`src/rtl/gradient_noise_3d_assert.svh`:
```
// ----------------------------------------------------------------------------
// gradient_noise_3d_assert.svh
// Assertion macros shared by the gradient noise RTL.
// ----------------------------------------------------------------------------
`ifndef GRADIENT_NOISE_3D_ASSERT_SVH
`define GRADIENT_NOISE_3D_ASSERT_SVH

// condition holds in the same cycle as the trigger
`define GN3_ASSERT_IMP(label, clk, rst, ante, cons) \
   label: assert property (@(posedge clk) disable iff (rst) (ante) |-> (cons)) \
      else $error("gn3 assertion failed: same-cycle implication");

// condition holds in the cycle after the trigger
`define GN3_ASSERT_NEXT(label, clk, rst, ante, cons) \
   label: assert property (@(posedge clk) disable iff (rst) (ante) |=> (cons)) \
      else $error("gn3 assertion failed: next-cycle implication");

// invariant
`define GN3_ASSERT_ALWAYS(label, clk, rst, cond) \
   label: assert property (@(posedge clk) disable iff (rst) (cond)) \
      else $error("gn3 assertion failed: invariant");

`endif

```
`src/rtl/gn3_pkg.sv`:
```
// ----------------------------------------------------------------------------
// gn3_pkg
// Shared constants and types of the gradient noise block.
// ----------------------------------------------------------------------------
package gn3_pkg;

   localparam int FRAC_BITS  = 16;
   localparam int ONE        = 1 << FRAC_BITS;
   localparam int CELL_W     = 8;
   localparam int PERM_DEPTH = 256;
   localparam logic [CELL_W-1:0] CELL_MASK = 8'd255;

   localparam int OUT_W   = 18;
   localparam int OUT_MAX = 131071;
   localparam int OUT_MIN = -131072;

   // gradient and blend values: up to +/-2^(F+1), plus headroom
   localparam int VAL_W  = FRAC_BITS + 4;
   localparam int FADE_W = FRAC_BITS + 1;

   localparam int Q_DEPTH = 4;
   localparam int Q_AW    = $clog2(Q_DEPTH);
   localparam int Q_CW    = $clog2(Q_DEPTH + 1);

   localparam int OUT_DEPTH = 16;
   localparam int OUT_AW    = $clog2(OUT_DEPTH);
   localparam int OUT_CW    = $clog2(OUT_DEPTH + 1);

   localparam logic OP_LOAD = 1'b0;
   localparam logic OP_EVAL = 1'b1;

   typedef struct packed {
      logic                             is_eval;
      logic [CELL_W-1:0]                tbl_index;
      logic [CELL_W-1:0]                tbl_value;
      logic [2:0][CELL_W-1:0]           cube;
      logic [2:0][FRAC_BITS-1:0]        frac;
   } item_type;

   typedef struct packed {
      logic     valid;
      item_type item;
   } q_head_type;

   typedef struct packed {
      logic                    valid;
      logic signed [OUT_W-1:0] value;
   } rsp_push_type;

endpackage

```
`src/rtl/gn3_front.sv`:
```
// ----------------------------------------------------------------------------
// gn3_front
// Accepts request beats, splits coordinates into cell and fraction, queues.
// ----------------------------------------------------------------------------
module gn3_front import gn3_pkg::*; (
   input  logic              clock,
   input  logic              reset,
   input  logic              req_push,
   output logic              req_full,
   input  logic              req_opcode,
   input  logic [7:0]        req_table_index,
   input  logic [7:0]        req_table_value,
   input  logic signed [31:0] req_coord_x,
   input  logic signed [31:0] req_coord_y,
   input  logic signed [31:0] req_coord_z,
   output q_head_type        head,
   input  logic              head_pop
);

   item_type          new_item;
   item_type          q_mem_ff [Q_DEPTH];
   logic [Q_AW-1:0]   wr_ptr_ff, wr_ptr_in;
   logic [Q_AW-1:0]   rd_ptr_ff, rd_ptr_in;
   logic [Q_CW-1:0]   cnt_ff, cnt_in;
   logic              push_beat, pop_beat;

   always_comb begin
      new_item.is_eval   = (req_opcode == OP_EVAL);
      new_item.tbl_index = req_table_index;
      new_item.tbl_value = req_table_value;
      new_item.cube[0]   = req_coord_x[FRAC_BITS +: CELL_W] & CELL_MASK;
      new_item.cube[1]   = req_coord_y[FRAC_BITS +: CELL_W] & CELL_MASK;
      new_item.cube[2]   = req_coord_z[FRAC_BITS +: CELL_W] & CELL_MASK;
      new_item.frac[0]   = req_coord_x[FRAC_BITS-1:0];
      new_item.frac[1]   = req_coord_y[FRAC_BITS-1:0];
      new_item.frac[2]   = req_coord_z[FRAC_BITS-1:0];
   end

   assign req_full   = (cnt_ff == Q_CW'(Q_DEPTH));
   assign push_beat  = req_push && !req_full;
   assign head.valid = (cnt_ff != '0);
   assign head.item  = q_mem_ff[rd_ptr_ff];
   assign pop_beat   = head_pop && head.valid;

   assign wr_ptr_in = push_beat ? wr_ptr_ff + 1'b1 : wr_ptr_ff;
   assign rd_ptr_in = pop_beat ? rd_ptr_ff + 1'b1 : rd_ptr_ff;
   assign cnt_in    = cnt_ff + Q_CW'(push_beat) - Q_CW'(pop_beat);

   always_ff @(posedge clock) begin
      if (reset) begin
         wr_ptr_ff <= '0;
         rd_ptr_ff <= '0;
         cnt_ff    <= '0;
      end else begin
         wr_ptr_ff <= wr_ptr_in;
         rd_ptr_ff <= rd_ptr_in;
         cnt_ff    <= cnt_in;
      end
   end

   always_ff @(posedge clock) begin
      if (push_beat) begin
         q_mem_ff[wr_ptr_ff] <= new_item;
      end
   end

endmodule

```
`config.mk`:
```
export PLATFORM = sky130hd
export DESIGN_NAME = gn3_front
export DESIGN_NICKNAME = d
export VERILOG_FILES = /design/src/rtl/gradient_noise_3d_assert.svh /design/src/rtl/gn3_pkg.sv /design/src/rtl/gn3_front.sv
export SDC_FILE = /design/constraint.sdc
export NUM_CORES = 1
export LEC_CHECK = 0
export BUFFER_PORTS_ARGS = -buffer_cell sky130_fd_sc_hd__buf_2
export CORE_MARGIN = 2
export CORE_UTILIZATION = 45
export CTS_BUF_LIST = sky130_fd_sc_hd__clkbuf_4 sky130_fd_sc_hd__clkbuf_8
export CTS_CLUSTER_SIZE = 14
export DETAILED_ROUTE_END_ITERATION = 10
export PLACE_DENSITY_LB_ADDON = 0.1
export SETUP_SLACK_MARGIN = 0.3
export SYNTH_ARGS = -nofsm -noshare
export SYNTH_HDL_FRONTEND = slang
export SYNTH_SLANG_ARGS = --single-unit
```
`constraint.sdc`:
```
create_clock -name clock -period 5.7 [get_ports clock]
set_clock_uncertainty 0.2 [all_clocks]
set_input_delay 0.57 -clock clock [delete_from_list [all_inputs] [get_ports clock]]
set_output_delay 0.57 -clock clock [all_outputs]
set_load 0.005 [all_outputs]
```
# == Word level (Yosys, flattened, before mapping) ==
# Memory sizes are Yosys's and may differ from the RTL's. A register that Yosys moved wholly into a read port is not among the register bits.
# Index checks and enable logic that the tools add are counted.
# totals
regBits,7
mem_bits_rw,356
input_bits,117
output_inout_bits,91
wordCells,17
memories,1
# classes
add_sub_neg,4
n_eq_ne,1
n_mux,4
n_reduce_logical,4
# mem_list
memory,words,width,read_ports,rd_clocked_by_memory_dff,write_ports,line_no,text
q_mem_ff,4,89,1,1,1,gn3_front.sv:21,item_type q_mem_ff [Q_DEPTH];
# op_table
cell,count
2-bit by 1-bit adder with 2-bit output (second input constant),2
2-bit two-way mux,2
3-bit by 1-bit adder with 3-bit output,1
3-bit == test (second input constant),1
3-bit nonzero test,1
3-bit by 1-bit subtractor with 3-bit output,1
1-bit logical AND,2
1-bit two-way mux,2
1-bit logical NOT,1

# == Depth between registers and ports, before layout ==
# logic_depth
word_depth,5
ltp_mapped,11

# == Worst setup path before layout ==
# Ideal clock, no wire load.
# synth_timing
kind,input -> register
startpoint,in req_push
endpoint,"mem q_mem_ff[0][0] (netlist bit), enable pin"
setup_ns,0.457
arrival_time_ns,2.964
required_ns,5.043
path_slack_ns,2.078
path_stages,3
n_path_buf,0
path_cell_list,inv_1 nor2_1 and2_1
# synth_between
elab_chain_len,3
# synth_rtl
item,line_no,text
start: declaration,gn3_front.sv:8,"input logic req_push,"
1-bit logical AND,gn3_front.sv:40,assign push_beat = req_push && !req_full;
1-bit two-way mux,gn3_front.sv:62,if (push_beat) begin
1-bit two-way mux (implied by the code),gn3_front.sv:63,q_mem_ff[wr_ptr_ff] <= new_item;
end: declaration,gn3_front.sv:21,
# Every way passes these cells.

==> impl_metrics.toml <==
[power]
p_leak_nw = 5.70
swShare_pct = 25.0
p_comb_share_pct = 19.6
seq_power_share_pct = 49.1
p_switching_mw = 1.76
p_int_mw = 5.27
ir_worst_vdd_mv = 0.246
power_density_mw_per_mm2 = 421
power_frac_clock_pct = 31.3

[clocking]
cts_buffers = 58
clk_latency_ns = 0.57
clk_path_buf_depth = 3
cts_root_buffer = "clkbuf_8"
clkTransAtPathRegs_ns = 0.06
htree_num_levels = 2
cts.sinks = 365
cts_tree = "built"
cts_resized = 0

[synth]
synth_top_area_share_pct = 80.5
synth_mux_area_share_pct = 15.2
synth-adder-area-share_pct = 0.716
synth_cell_types = 25
syn_area_mm2 = 0.0133
ys_seq_area_share_pct = 81.9
synth_cells = 514
synth_xor_area_share_pct = 0.198
syn_nets = 638
synth_compound_area_share_pct = 0.207
yosysWarnings = 0
synth_top_family_by_area = "multiplexers"
avgSynthCellArea_um2 = 25.8
yosysTopAreaCell = "edfxtp_1"
synth-simple-area-share_pct = 0.735
ys_seq_elements = 365
synthTopCellsByArea = "edfxtp_1 80%, mux4_2 15%, dfxtp_1 1.4%"

[sta]
rsz0062_at_grt = "false"
setup_viol_count_final = 0
period_minus_slack_ns = 3.60
slew_headroom_pct = 23.1
min_period_over_period_pct = 63.1
drv_slew = 0
fmax_mhz = 278
hold_viol = 0
holdWs_ns = 0.0474
setup_tns_ns = 0
tightest_slew_ns = 1.15

[detailed_routing]
dr.first_iter.drc_count = 312
dr.max_layer_used = "met4"
totalWireLength_mm = 25.3
first_pass_iters = 4
wl_met2_mm = 12.7
ant_nets = 0
remaining_drc_errors = 0
vias = 6424
wl_met3_mm = 1.80
routedLengthMet1_mm = 10.3
drt-wirelength-per-cell_um = 20.0
vias_per_cell = 5.10

[setup_path]
reg2reg_depth = 4
crit_path_end_kind = "output pin"
r2r-start = "cnt_ff[1]$_SDFF_PP0_"
crit_chain = "buf_12, mux4_2, buf_2"
cp.required_ns = 4.93
slowest_delay_ns = 1.05
critPathLaunchType = "register"
crit_type = "reg -> out"
crit_family = "flip-flops"
crit_slowest_cell = "dfxtp_4"
r2r-end = "q_mem_ff[1][18]$_DFFE_PP_"
cp_max_fo = 50
cp.arrival_ns = 2.83
crit_buf_inv = 2
regToRegSetupSlack_ns = 2.73

[global_routing]
antenna_found_initial = 1
grt_pass1_wl_mm = 39.3
first_global_vias = 7245
overflow = 0
track_usage_pct = 16.6
grt_max_degree = 71

[floorplanning]
die_x_um = 176
num_rows = 62
fp.dieH_um = 176
ios = 208
dieArea_mm2 = 0.0309
floorplan.initialDensity_pct = 46.0
core_mm2 = 0.0289

[place]
place.detailed.hpwl_mm = 13.9
placed_area_mm2 = 0.0146
portBuffers = 183
place.gp.congestion = 0.696

[hold_path]
hold_path_class = "in -> reg"
hold_end = "q_mem_ff[2][28]$_DFFE_PP_"
hold_depth = 1
hold_path.startpoint = "req_coord_y[12]"

[finish]
seq_area_mm2 = 0.0109
syn2layout_area_growth_pct = 25.7
antenna_cells = 0
final_layout_size_suffix_gt1_share_pct = 43.3
final_cell_area_mm2 = 0.0167
nNetsFinal = 954
multiInputGateArea_mm2 = 0.00227
nFillCells = 2233

[run]
max_cap_viol_count = 0

[outcome]
status = "finished, final reports clean"
-- what timing repair did --
action,4_1_cts,5_1_grt
endpoints found under the hold margin,348,0
buffers inserted,0,0
hold buffers,88,0
-- routing by layer --
metal,vias up,GRT usage (%)
met5,-,0
met4,0,5.17
met3,47,4.98
met2,210,28.3
met1,3317,20.6
li1,2850,-
-- worst max-delay path by stage --
| stage | from | end | cells past startpoint |
|---|---|---|---|
| 2_1_floorplan | req_push | q_mem_ff[0][0]$_DFFE_PP_ | 3 |
| 3_3_place_gp | register | head[56] | 3 |
| 3_5_place_dp | req_push | q_mem_ff[0][66]$_DFFE_PP_ | 5 |
| 4_1_cts | register | head[49] | 3 |
| 5_1_grt | register | head[49] | 3 |
| 6_report | register | head[49] | 3 |
-- cells in the final DEF (no fill, tap or decap), drive strengths merged --
cell / count
o311ai: 1
clkinvlp: 1
and2: 5
edfxtp: 356
mux2i: 1
inv: 6
nand2b: 2
mux4: 89
o31a: 1
buf: 189
fa: 1
ha: 6
a21oi: 1
xnor2: 1
dfxtp: 9
o21ai: 1
bufinv: 2
dlygate4sd3: 88
xor2: 2
nor2: 6
nor3b: 1
or3: 2
nor3: 1
clkinv: 20
nor2b: 1
clkbuf: 83
-- logic make-up (layout without fill, tap and decap cells) --
family                   count (synthesis)  after routing
AO/OA/AOI/OAI                            4              4
XOR/XNOR                                 3              3
adder cells (fa/ha/maj)                  7              7
buffers and inverters                   27            389
flip-flops                             365            365
multiplexers                            90             90
AND/OR/NAND/NOR                         18             18
-- power by group through the flow --
stage               Sequential [mW]  Combinational (mW)  Clock [mW]
floorplan                      3.38               0.930           0
global placement               3.50                1.35           0
detailed placement             3.52                1.37           0
CTS                            3.46                1.42        2.27
global route                   3.49                1.51        2.38
finish                         3.45                1.38        2.20
-- final cells by class --
| class | instances | area share [%] |
|---|---|---|
| Tap cell | 384 | 2.88 |
| Clock buffer | 83 | 6.17 |
| Timing Repair Buffer | 277 | 11.1 |
| Multi-Input combinational cell | 122 | 13.6 |
| Sequential cell | 365 | 65.2 |
| Inverter | 6 | 0.135 |
| Clock inverter | 23 | 0.922 |
-- synthesized netlist by cell type (all sizes together) --
| master | number |
|---|---|
| mux4 | 89 |
| o311ai | 1 |
| o21ai | 1 |
| a21oi | 1 |
| nor3b | 1 |
| o31a | 1 |
| ha | 6 |
| edfxtp | 356 |
| clkbuf | 8 |
| fa | 1 |
| and2 | 5 |
| nor3 | 1 |
| xor2 | 2 |
| inv | 6 |
| or3 | 2 |
| mux2i | 1 |
| buf | 13 |
| xnor2 | 1 |
| dfxtp | 9 |
| nor2 | 6 |
| nor2b | 1 |
| nand2b | 2 |
-- registers in the layout, summed over array words and instances (netlist names), named ones only --
name       count
cnt_ff         3
q_mem_ff     356
rd_ptr_ff      2
wr_ptr_ff      2
-- worst register-to-register path, cell delays in order (launching register included) --
cell and delay [ns]:
dfxtp_1 0.45, nor3b_1 0.14, nor2_1 0.35, and2_4 0.93, buf_4 0.57
-- per-stage QoR --
| step | power, mW | setup slack, ns | utilization (%) | instances |
|---|---|---|---|---|
| after floorplan | 4.31 | 2.08 | - | 514 |
| after global placement | 4.84 | 2.60 | 50.7 | 1066 |
| after detailed placement | 4.88 | 2.53 | 50.7 | 1066 |
| after CTS | 7.16 | 1.96 | 57.8 | 1260 |
| after global routing | 7.38 | 1.82 | 57.8 | 1260 |
| final | 7.02 | 2.10 | 57.8 | 1260 |
(Power assumes the default switching activity.)
