## src/rtl/gradient_noise_3d_assert.svh

```systemverilog
// ----------------------------------------------------------------------------
// gradient_noise_3d_assert.svh
// Assertion macros shared by the gradient noise RTL.
// ----------------------------------------------------------------------------
`ifndef GRADIENT_NOISE_3D_ASSERT_SVH
`define GRADIENT_NOISE_3D_ASSERT_SVH

// condition holds in the same cycle as the trigger
`define GN3_ASSERT_IMP(label, clk, rst, ante, cons) \
   label: assert property (@(posedge clk) disable iff (rst) (ante) |-> (cons)) \
      else $error("gn3 assertion failed: same-cycle implication");

// condition holds in the cycle after the trigger
`define GN3_ASSERT_NEXT(label, clk, rst, ante, cons) \
   label: assert property (@(posedge clk) disable iff (rst) (ante) |=> (cons)) \
      else $error("gn3 assertion failed: next-cycle implication");

// invariant
`define GN3_ASSERT_ALWAYS(label, clk, rst, cond) \
   label: assert property (@(posedge clk) disable iff (rst) (cond)) \
      else $error("gn3 assertion failed: invariant");

`endif

```

## src/rtl/gn3_pkg.sv

```systemverilog
// ----------------------------------------------------------------------------
// gn3_pkg
// Shared constants and types of the gradient noise block.
// ----------------------------------------------------------------------------
package gn3_pkg;

   localparam int FRAC_BITS  = 16;
   localparam int ONE        = 1 << FRAC_BITS;
   localparam int CELL_W     = 8;
   localparam int PERM_DEPTH = 256;
   localparam logic [CELL_W-1:0] CELL_MASK = 8'd255;

   localparam int OUT_W   = 18;
   localparam int OUT_MAX = 131071;
   localparam int OUT_MIN = -131072;

   // gradient and blend values: up to +/-2^(F+1), plus headroom
   localparam int VAL_W  = FRAC_BITS + 4;
   localparam int FADE_W = FRAC_BITS + 1;

   localparam int Q_DEPTH = 4;
   localparam int Q_AW    = $clog2(Q_DEPTH);
   localparam int Q_CW    = $clog2(Q_DEPTH + 1);

   localparam int OUT_DEPTH = 16;
   localparam int OUT_AW    = $clog2(OUT_DEPTH);
   localparam int OUT_CW    = $clog2(OUT_DEPTH + 1);

   localparam logic OP_LOAD = 1'b0;
   localparam logic OP_EVAL = 1'b1;

   typedef struct packed {
      logic                             is_eval;
      logic [CELL_W-1:0]                tbl_index;
      logic [CELL_W-1:0]                tbl_value;
      logic [2:0][CELL_W-1:0]           cube;
      logic [2:0][FRAC_BITS-1:0]        frac;
   } item_type;

   typedef struct packed {
      logic     valid;
      item_type item;
   } q_head_type;

   typedef struct packed {
      logic                    valid;
      logic signed [OUT_W-1:0] value;
   } rsp_push_type;

endpackage

```

## src/rtl/gn3_rsp_fifo.sv

```systemverilog
// ----------------------------------------------------------------------------
// gn3_rsp_fifo
// Result queue; sized so that every issued evaluation has a slot.
// ----------------------------------------------------------------------------
`include "gradient_noise_3d_assert.svh"

module gn3_rsp_fifo import gn3_pkg::*; (
   input  logic                    clock,
   input  logic                    reset,
   input  rsp_push_type            rsp_push,
   input  logic                    rsp_pop,
   output logic                    rsp_empty,
   output logic signed [OUT_W-1:0] rsp_noise_value,
   output logic                    rsp_pop_beat
);

   logic signed [OUT_W-1:0] mem_ff [OUT_DEPTH];
   logic [OUT_AW-1:0]       wr_ptr_ff, wr_ptr_in;
   logic [OUT_AW-1:0]       rd_ptr_ff, rd_ptr_in;
   logic [OUT_CW-1:0]       cnt_ff, cnt_in;

   assign rsp_empty       = (cnt_ff == '0);
   assign rsp_pop_beat    = rsp_pop && !rsp_empty;
   assign rsp_noise_value = mem_ff[rd_ptr_ff];

   assign wr_ptr_in = rsp_push.valid ? wr_ptr_ff + 1'b1 : wr_ptr_ff;
   assign rd_ptr_in = rsp_pop_beat ? rd_ptr_ff + 1'b1 : rd_ptr_ff;
   assign cnt_in    = cnt_ff + OUT_CW'(rsp_push.valid) - OUT_CW'(rsp_pop_beat);

   always_ff @(posedge clock) begin
      if (reset) begin
         wr_ptr_ff <= '0;
         rd_ptr_ff <= '0;
         cnt_ff    <= '0;
      end else begin
         wr_ptr_ff <= wr_ptr_in;
         rd_ptr_ff <= rd_ptr_in;
         cnt_ff    <= cnt_in;
      end
   end

   always_ff @(posedge clock) begin
      if (rsp_push.valid) begin
         mem_ff[wr_ptr_ff] <= rsp_push.value;
      end
   end

   `GN3_ASSERT_IMP(a_no_overflow, clock, reset, rsp_push.valid, cnt_ff < OUT_CW'(OUT_DEPTH))
   `GN3_ASSERT_NEXT(a_push_shows, clock, reset, rsp_push.valid && !rsp_pop_beat, !rsp_empty)
   `GN3_ASSERT_ALWAYS(a_cnt_bound, clock, reset, cnt_ff <= OUT_CW'(OUT_DEPTH))

endmodule

```

## config.mk

```make
export PLATFORM = sky130hd
export DESIGN_NAME = gn3_rsp_fifo
export DESIGN_NICKNAME = d
export VERILOG_FILES = /design/src/rtl/gn3_pkg.sv /design/src/rtl/gn3_rsp_fifo.sv
export VERILOG_INCLUDE_DIRS = /design/src /design/src/rtl
export SDC_FILE = /design/constraint.sdc
export NUM_CORES = 1
export LEC_CHECK = 0
export BUFFER_PORTS_ARGS = -buffer_cell sky130_fd_sc_hd__buf_4
export CAP_MARGIN = 10
export CELL_PAD_IN_SITES_DETAIL_PLACEMENT = 1
export CELL_PAD_IN_SITES_GLOBAL_PLACEMENT = 2
export CORE_MARGIN = 2
export CORE_UTILIZATION = 49
export CTS_BUF_LIST = sky130_fd_sc_hd__clkbuf_16
export CTS_CLUSTER_DIAMETER = 40
export CTS_CLUSTER_SIZE = 30
export DETAILED_ROUTE_END_ITERATION = 16
export PLACE_DENSITY_LB_ADDON = 0.1
export SYNTH_ARGS = -nofsm -noshare
export SYNTH_HDL_FRONTEND = slang
export SYNTH_SLANG_ARGS = --single-unit
```

## constraint.sdc

```tcl
create_clock -name clock -period 4.2 [get_ports clock]
set_clock_uncertainty 0.2 [all_clocks]
set_input_delay 0.21 -clock clock [delete_from_list [all_inputs] [get_ports clock]]
set_output_delay 0.21 -clock clock [all_outputs]
set_load 0.02 [all_outputs]
```

[Yosys cells after proc, flatten, opt, wreduce, memory -nomap -nowiden]
Memory sizes are Yosys's and may differ from the RTL's. A register that Yosys moved wholly into a read port is not among the register bits.
Cells that the tools add are included.
Cells by class
  $add $sub $neg: 4
  mux-type cells: 4
  reduce and logical (&&, ||, !) cells: 3
Operators by type and width (number)
  4-bit by 1-bit adder with 4-bit output, second input constant: 2
  4-bit 2-to-1 mux: 2
  5-bit by 1-bit adder with 5-bit output: 1
  5-bit logical NOT: 1
  5-bit by 1-bit subtractor with 5-bit output: 1
  1-bit 2-to-1 mux: 2
  1-bit logical AND: 1
  1-bit logical NOT: 1
Storage, ports and cells
  bits in registers: 13
  memory bits (writable): 288
  bits of input ports: 22
  output and inout port bits: 20
  word-level logic and storage cells: 15
  memories: 1
Memories
  mem_ff: words 16, bits a word 18, rd ports 1, clocked after Yosys merged registers in 1, write ports 1, line gn3_rsp_fifo.sv:17  | logic signed [OUT_W-1:0] mem_ff [OUT_DEPTH];

[Depth between registers and ports, before layout]
  depth in word-level cells: 5
  gate-level depth with buffers: 13
  depth with buffers taken out: 13

[Least setup slack after synthesis]
No wires, ideal clock.
  path type: reg-to-reg
  start point: register cnt_ff[3]
  end point: register cnt_ff[4]
  library setup time: 0.070 ns
  data arrival time: 2.814 ns
  required time: 3.930 ns
  setup slack: 1.116 ns
  cell stages (with the launch flop): 14
  buffers on the path: 0
  period minus slack after synthesis: 3.084 ns
  path through: dfxtp_1 > inv_1 > ha_1 > or4b_1 > nand2_1 > inv_1 > ha_1 > inv_1 > ha_1 > fa_1 > a21oi_1 > nor2_1 > or3_1 > a21oi_1
Between the ends
  word-level cells in the longest chain between the ends: 4
  elaborated cells between the ends (all ways): 5
  those cells by class: 2 x add/sub; 3 x reduce/logical
Ends and longest elaborated chain
  start, declared: line gn3_rsp_fifo.sv:20  | logic [OUT_CW-1:0] cnt_ff, cnt_in;
  start signal, assigned: line gn3_rsp_fifo.sv:38  | cnt_ff <= cnt_in;
  5-bit logical NOT: line gn3_rsp_fifo.sv:22  | assign rsp_empty = (cnt_ff == '0);
  1-bit logical NOT: line gn3_rsp_fifo.sv:23  | assign rsp_pop_beat = rsp_pop && !rsp_empty;
  1-bit logical AND: line gn3_rsp_fifo.sv:23
  named net rsp_pop_beat: line gn3_rsp_fifo.sv:14  | output logic rsp_pop_beat
  5-bit by 1-bit subtractor with 5-bit output: line gn3_rsp_fifo.sv:28  | assign cnt_in = cnt_ff + OUT_CW'(rsp_push.valid) - OUT_CW'(rsp_pop_beat);
The timed path passes the listed nets, and every way through them passes these cells.
A chain may end at the register's enable or synchronous reset.

[Worst setup path in the final report]
  start point: register cnt_ff[3]
  end point: register cnt_ff[4]
Between the ends
  word-level cells in the longest chain between the ends: 4
  elaborated cells between the ends (all ways): 5
  those cells by class: 2 x add/sub; 3 x reduce/logical
Ends and longest elaborated chain (line)
  parallel branches: the longest is 3 deep, another holds 5-bit by 1-bit adder with 5-bit output
  5-bit by 1-bit subtractor with 5-bit output (*): gn3_rsp_fifo.sv:28
Mark *: on every way between the ends.

==> impl_metrics.tcl <==
set metrics [dict create \
    status "completed" \
    synth_compound_area_share_pct 2.58 \
    rsz0062_at_grt "false" \
    dp_slack_ps 954 \
    crit_required_ps 4450 \
    hold_viol 0 \
    drv_slew 0 \
    finish.net_count 678 \
    grt_use_total_pct 21.1 \
    areaGrowthSynthToFinish_pct 20.2 \
    fin_cells 993 \
    crit_end "cnt_ff[4]" \
    firstDrtPassIters 4 \
    slew-limit-headroom_pct 20.7 \
    fmax_ghz 0.309 \
    final_common_cell "edfxtp_1" \
    dp_hpwl_um 13900 \
    synth_nets 576 \
    synth_top_family_by_area "multiplexers" \
    drtIter0Drc 365 \
    period_share_pct 77.2 \
    ys.flop_type "edfxtp_1" \
    core-area_mm2 0.0235 \
    cts_buffer_depth 3 \
    worst-path-max-fanout 5 \
    avgSynthCellArea_um2 21.7 \
    rows 56 \
    vdd_drop_max_mv 0.360 \
    synth_cell_type_count 30 \
    synth_area_mm2 0.0117 \
    io_pins 42 \
    portBuffers 41 \
    setup_viol 0 \
    cellPowerDensity_mw_per_mm2 590 \
    grt_max_degree 73 \
    remaining_drc_errors 0 \
    power_leakage_nw 4.72 \
    synth-async-reset-ratio_pct 0 \
    worst_pin_slew_ps 1180 \
    r2r_start "cnt_ff[3]" \
    synth-edff-count 288 \
    routed_wl_um 25600 \
    reg2reg_slack_ps 960 \
    start_util_pct 50.0 \
    period_needed_ps 3240 \
    cts_root_buffer "clkbuf_16" \
    hp-class "register to register" \
    die_height_um 159 \
    muxShareOfSynthArea_pct 14.4 \
    place_area_mm2 0.0125 \
    cp-start-kind "register" \
    antenna_found_initial 0 \
    min_from "rd_ptr_ff[1]" \
    final_cell_mix "edfxtp_1, buf_4, mux4_2, clkbuf_16, a22oi_1" \
    tns_ps 0 \
    antenna_left 0 \
    crit_start "cnt_ff[3]" \
    critPathSlowestCell "or4b_1" \
    cts_buffers 39 \
    seq_area_frac_synth_pct 76.6 \
    fillerInstances 1963 \
    placed_cells 900 \
    grt.overflow.total 0 \
    finalWeightedCongestion 0.751 \
    grt_pass1_wl_um 39500 \
    synth_simple_gate_area_share_pct 2.80 \
    die_x_um 159 \
    cp_cell_sequence "inv_1, ha_1, or4b_1, nand2_1, inv_1, ha_1, inv_1, ha_1, fa_1, a21oi_1, nor2_1, or3_1, a21oi_1" \
    cts_tree "built" \
    layout-drive-gt1-share_pct 28.0 \
    clk_pin_slew_worst_paths_ps 60 \
    crit_path_max_incr_delay_ps 530 \
    finalPower_mw 8.33 \
    yosys.area_share.adder_pct 1.34 \
    grt_pass1_vias 6313 \
    synth_warnings 0 \
    reg2reg_depth 13 \
    r2r_end "cnt_ff[4]" \
    htreeDepth 2 \
    arrival_ps 3490 \
    end_kind "register" \
    cts.sinks 305 \
    worst_slack_ps 960 \
    worstSkewPairLatency_ps 520 \
    vias 5644 \
    n_antenna_cell 0 \
    stdcell_area_mm2 0.0141 \
    die-area_mm2 0.0252 \
    wl_per_cell_um 25.8 \
    syn_inst 542 \
    synth_xor_area_share_pct 0.672 \
    routed_via_density 5.68 \
    synth-seq-cells 305 \
    cap_violations 0 \
    worstSetupPathType "register to register" \
]
-- metal layers --
| metal | share of wire (%) | global-route usage, % | routed length (um) | vias up |
|---|---|---|---|---|
| met5 | 0 | 0 | 0 | - |
| met4 | 1.9 | 5.63 | 484 | 0 |
| met3 | 5.2 | 4.15 | 1330 | 38 |
| met2 | 50 | 34.7 | 12800 | 157 |
| met1 | 43 | 29.3 | 11100 | 2982 |
| li1 | - | - | - | 2467 |
-- per-stage QoR --
stage / util [%] / hold WS, ps
floorplan: - / 79.1
global placement: 53.2 / 294
detailed placement: 53.2 / 303
CTS: 60.1 / 308
global route: 60.1 / 333
finish: 60.1 / 314
-- worst max-delay path, delay by kind of cell (launching register included) --
kind,cells,cell delay [ps]
compound gates,2,300
flops,1,320
fa+ha+maj,4,1070
buf+inv,3,190
simple gates,4,1090
-- final cells by class --
class	count	area (um^2)	share of cell area, %
flip-flops and latches	305	8990	63.8
inverters	10	37.5	0.266
multi-input cells	202	2570	18.2
clock buffers	41	1030	7.28
repair buffers	86	713	5.06
well taps	319	399	2.83
clock inverters	30	362	2.56
-- power by group --
group	internal, mW	switching (mW)
Sequential	3.40	0.0729
Combinational	0.701	0.654
Clock	2.18	1.32
-- state kept, by name (all words and copies together) (netlist names), named ones only --
signal and flops:
mem_ff 288, cnt_ff 5, rd_ptr_ff 4, wr_ptr_ff 4
-- worst min-delay path by stage --
| stage | slack [ps] | endpoint | cells past startpoint |
|---|---|---|---|
| 5_1_grt | 330 | mem_ff[15][16] | 2 |
| 4_1_cts | 310 | mem_ff[15][16] | 2 |
| 2_1_floorplan | 80 | cnt_ff[4] | 1 |
| 3_3_place_gp | 290 | mem_ff[10][8] | 1 |
| 3_5_place_dp | 300 | register | 2 |
| 6_report | 310 | register | 2 |
-- what timing repair did --
| action | 4_1_cts | 5_1_grt |
|---|---|---|
| gates resized for setup | 0 | 0 |
| hold buffers | 22 | 0 |
| endpoints found under the hold margin | 305 | 0 |
| buffers inserted | 0 | 0 |
-- cells in the mapped netlist, types with 4 or more instances --
master    number  area [um^2]
a22oi_1       36          270
ha_1          11          138
mux4_2        55         1240
nor2b_1        4         25.0
nand2_1       22         82.6
clkbuf_1      12         45.0
edfxtp_1     288         8650
a21oi_1        4         20.0
nor2_1        13         48.8
buf_6          5         56.3
inv_1         10         37.5
mux4_1        17          447
and2_1        17          106
xor2_1         6         52.6
dfxtp_1       17          340
-- cell families after synthesis --
logic type,after synthesis
AOI/OAI and AO/OA,42
xor gates and xnor gates,9
adders and majority gates,12
buffers and inverters,35
DFF,305
muxes,73
and+or+nand+nor,66
Power figures use the tool's default switching activity.
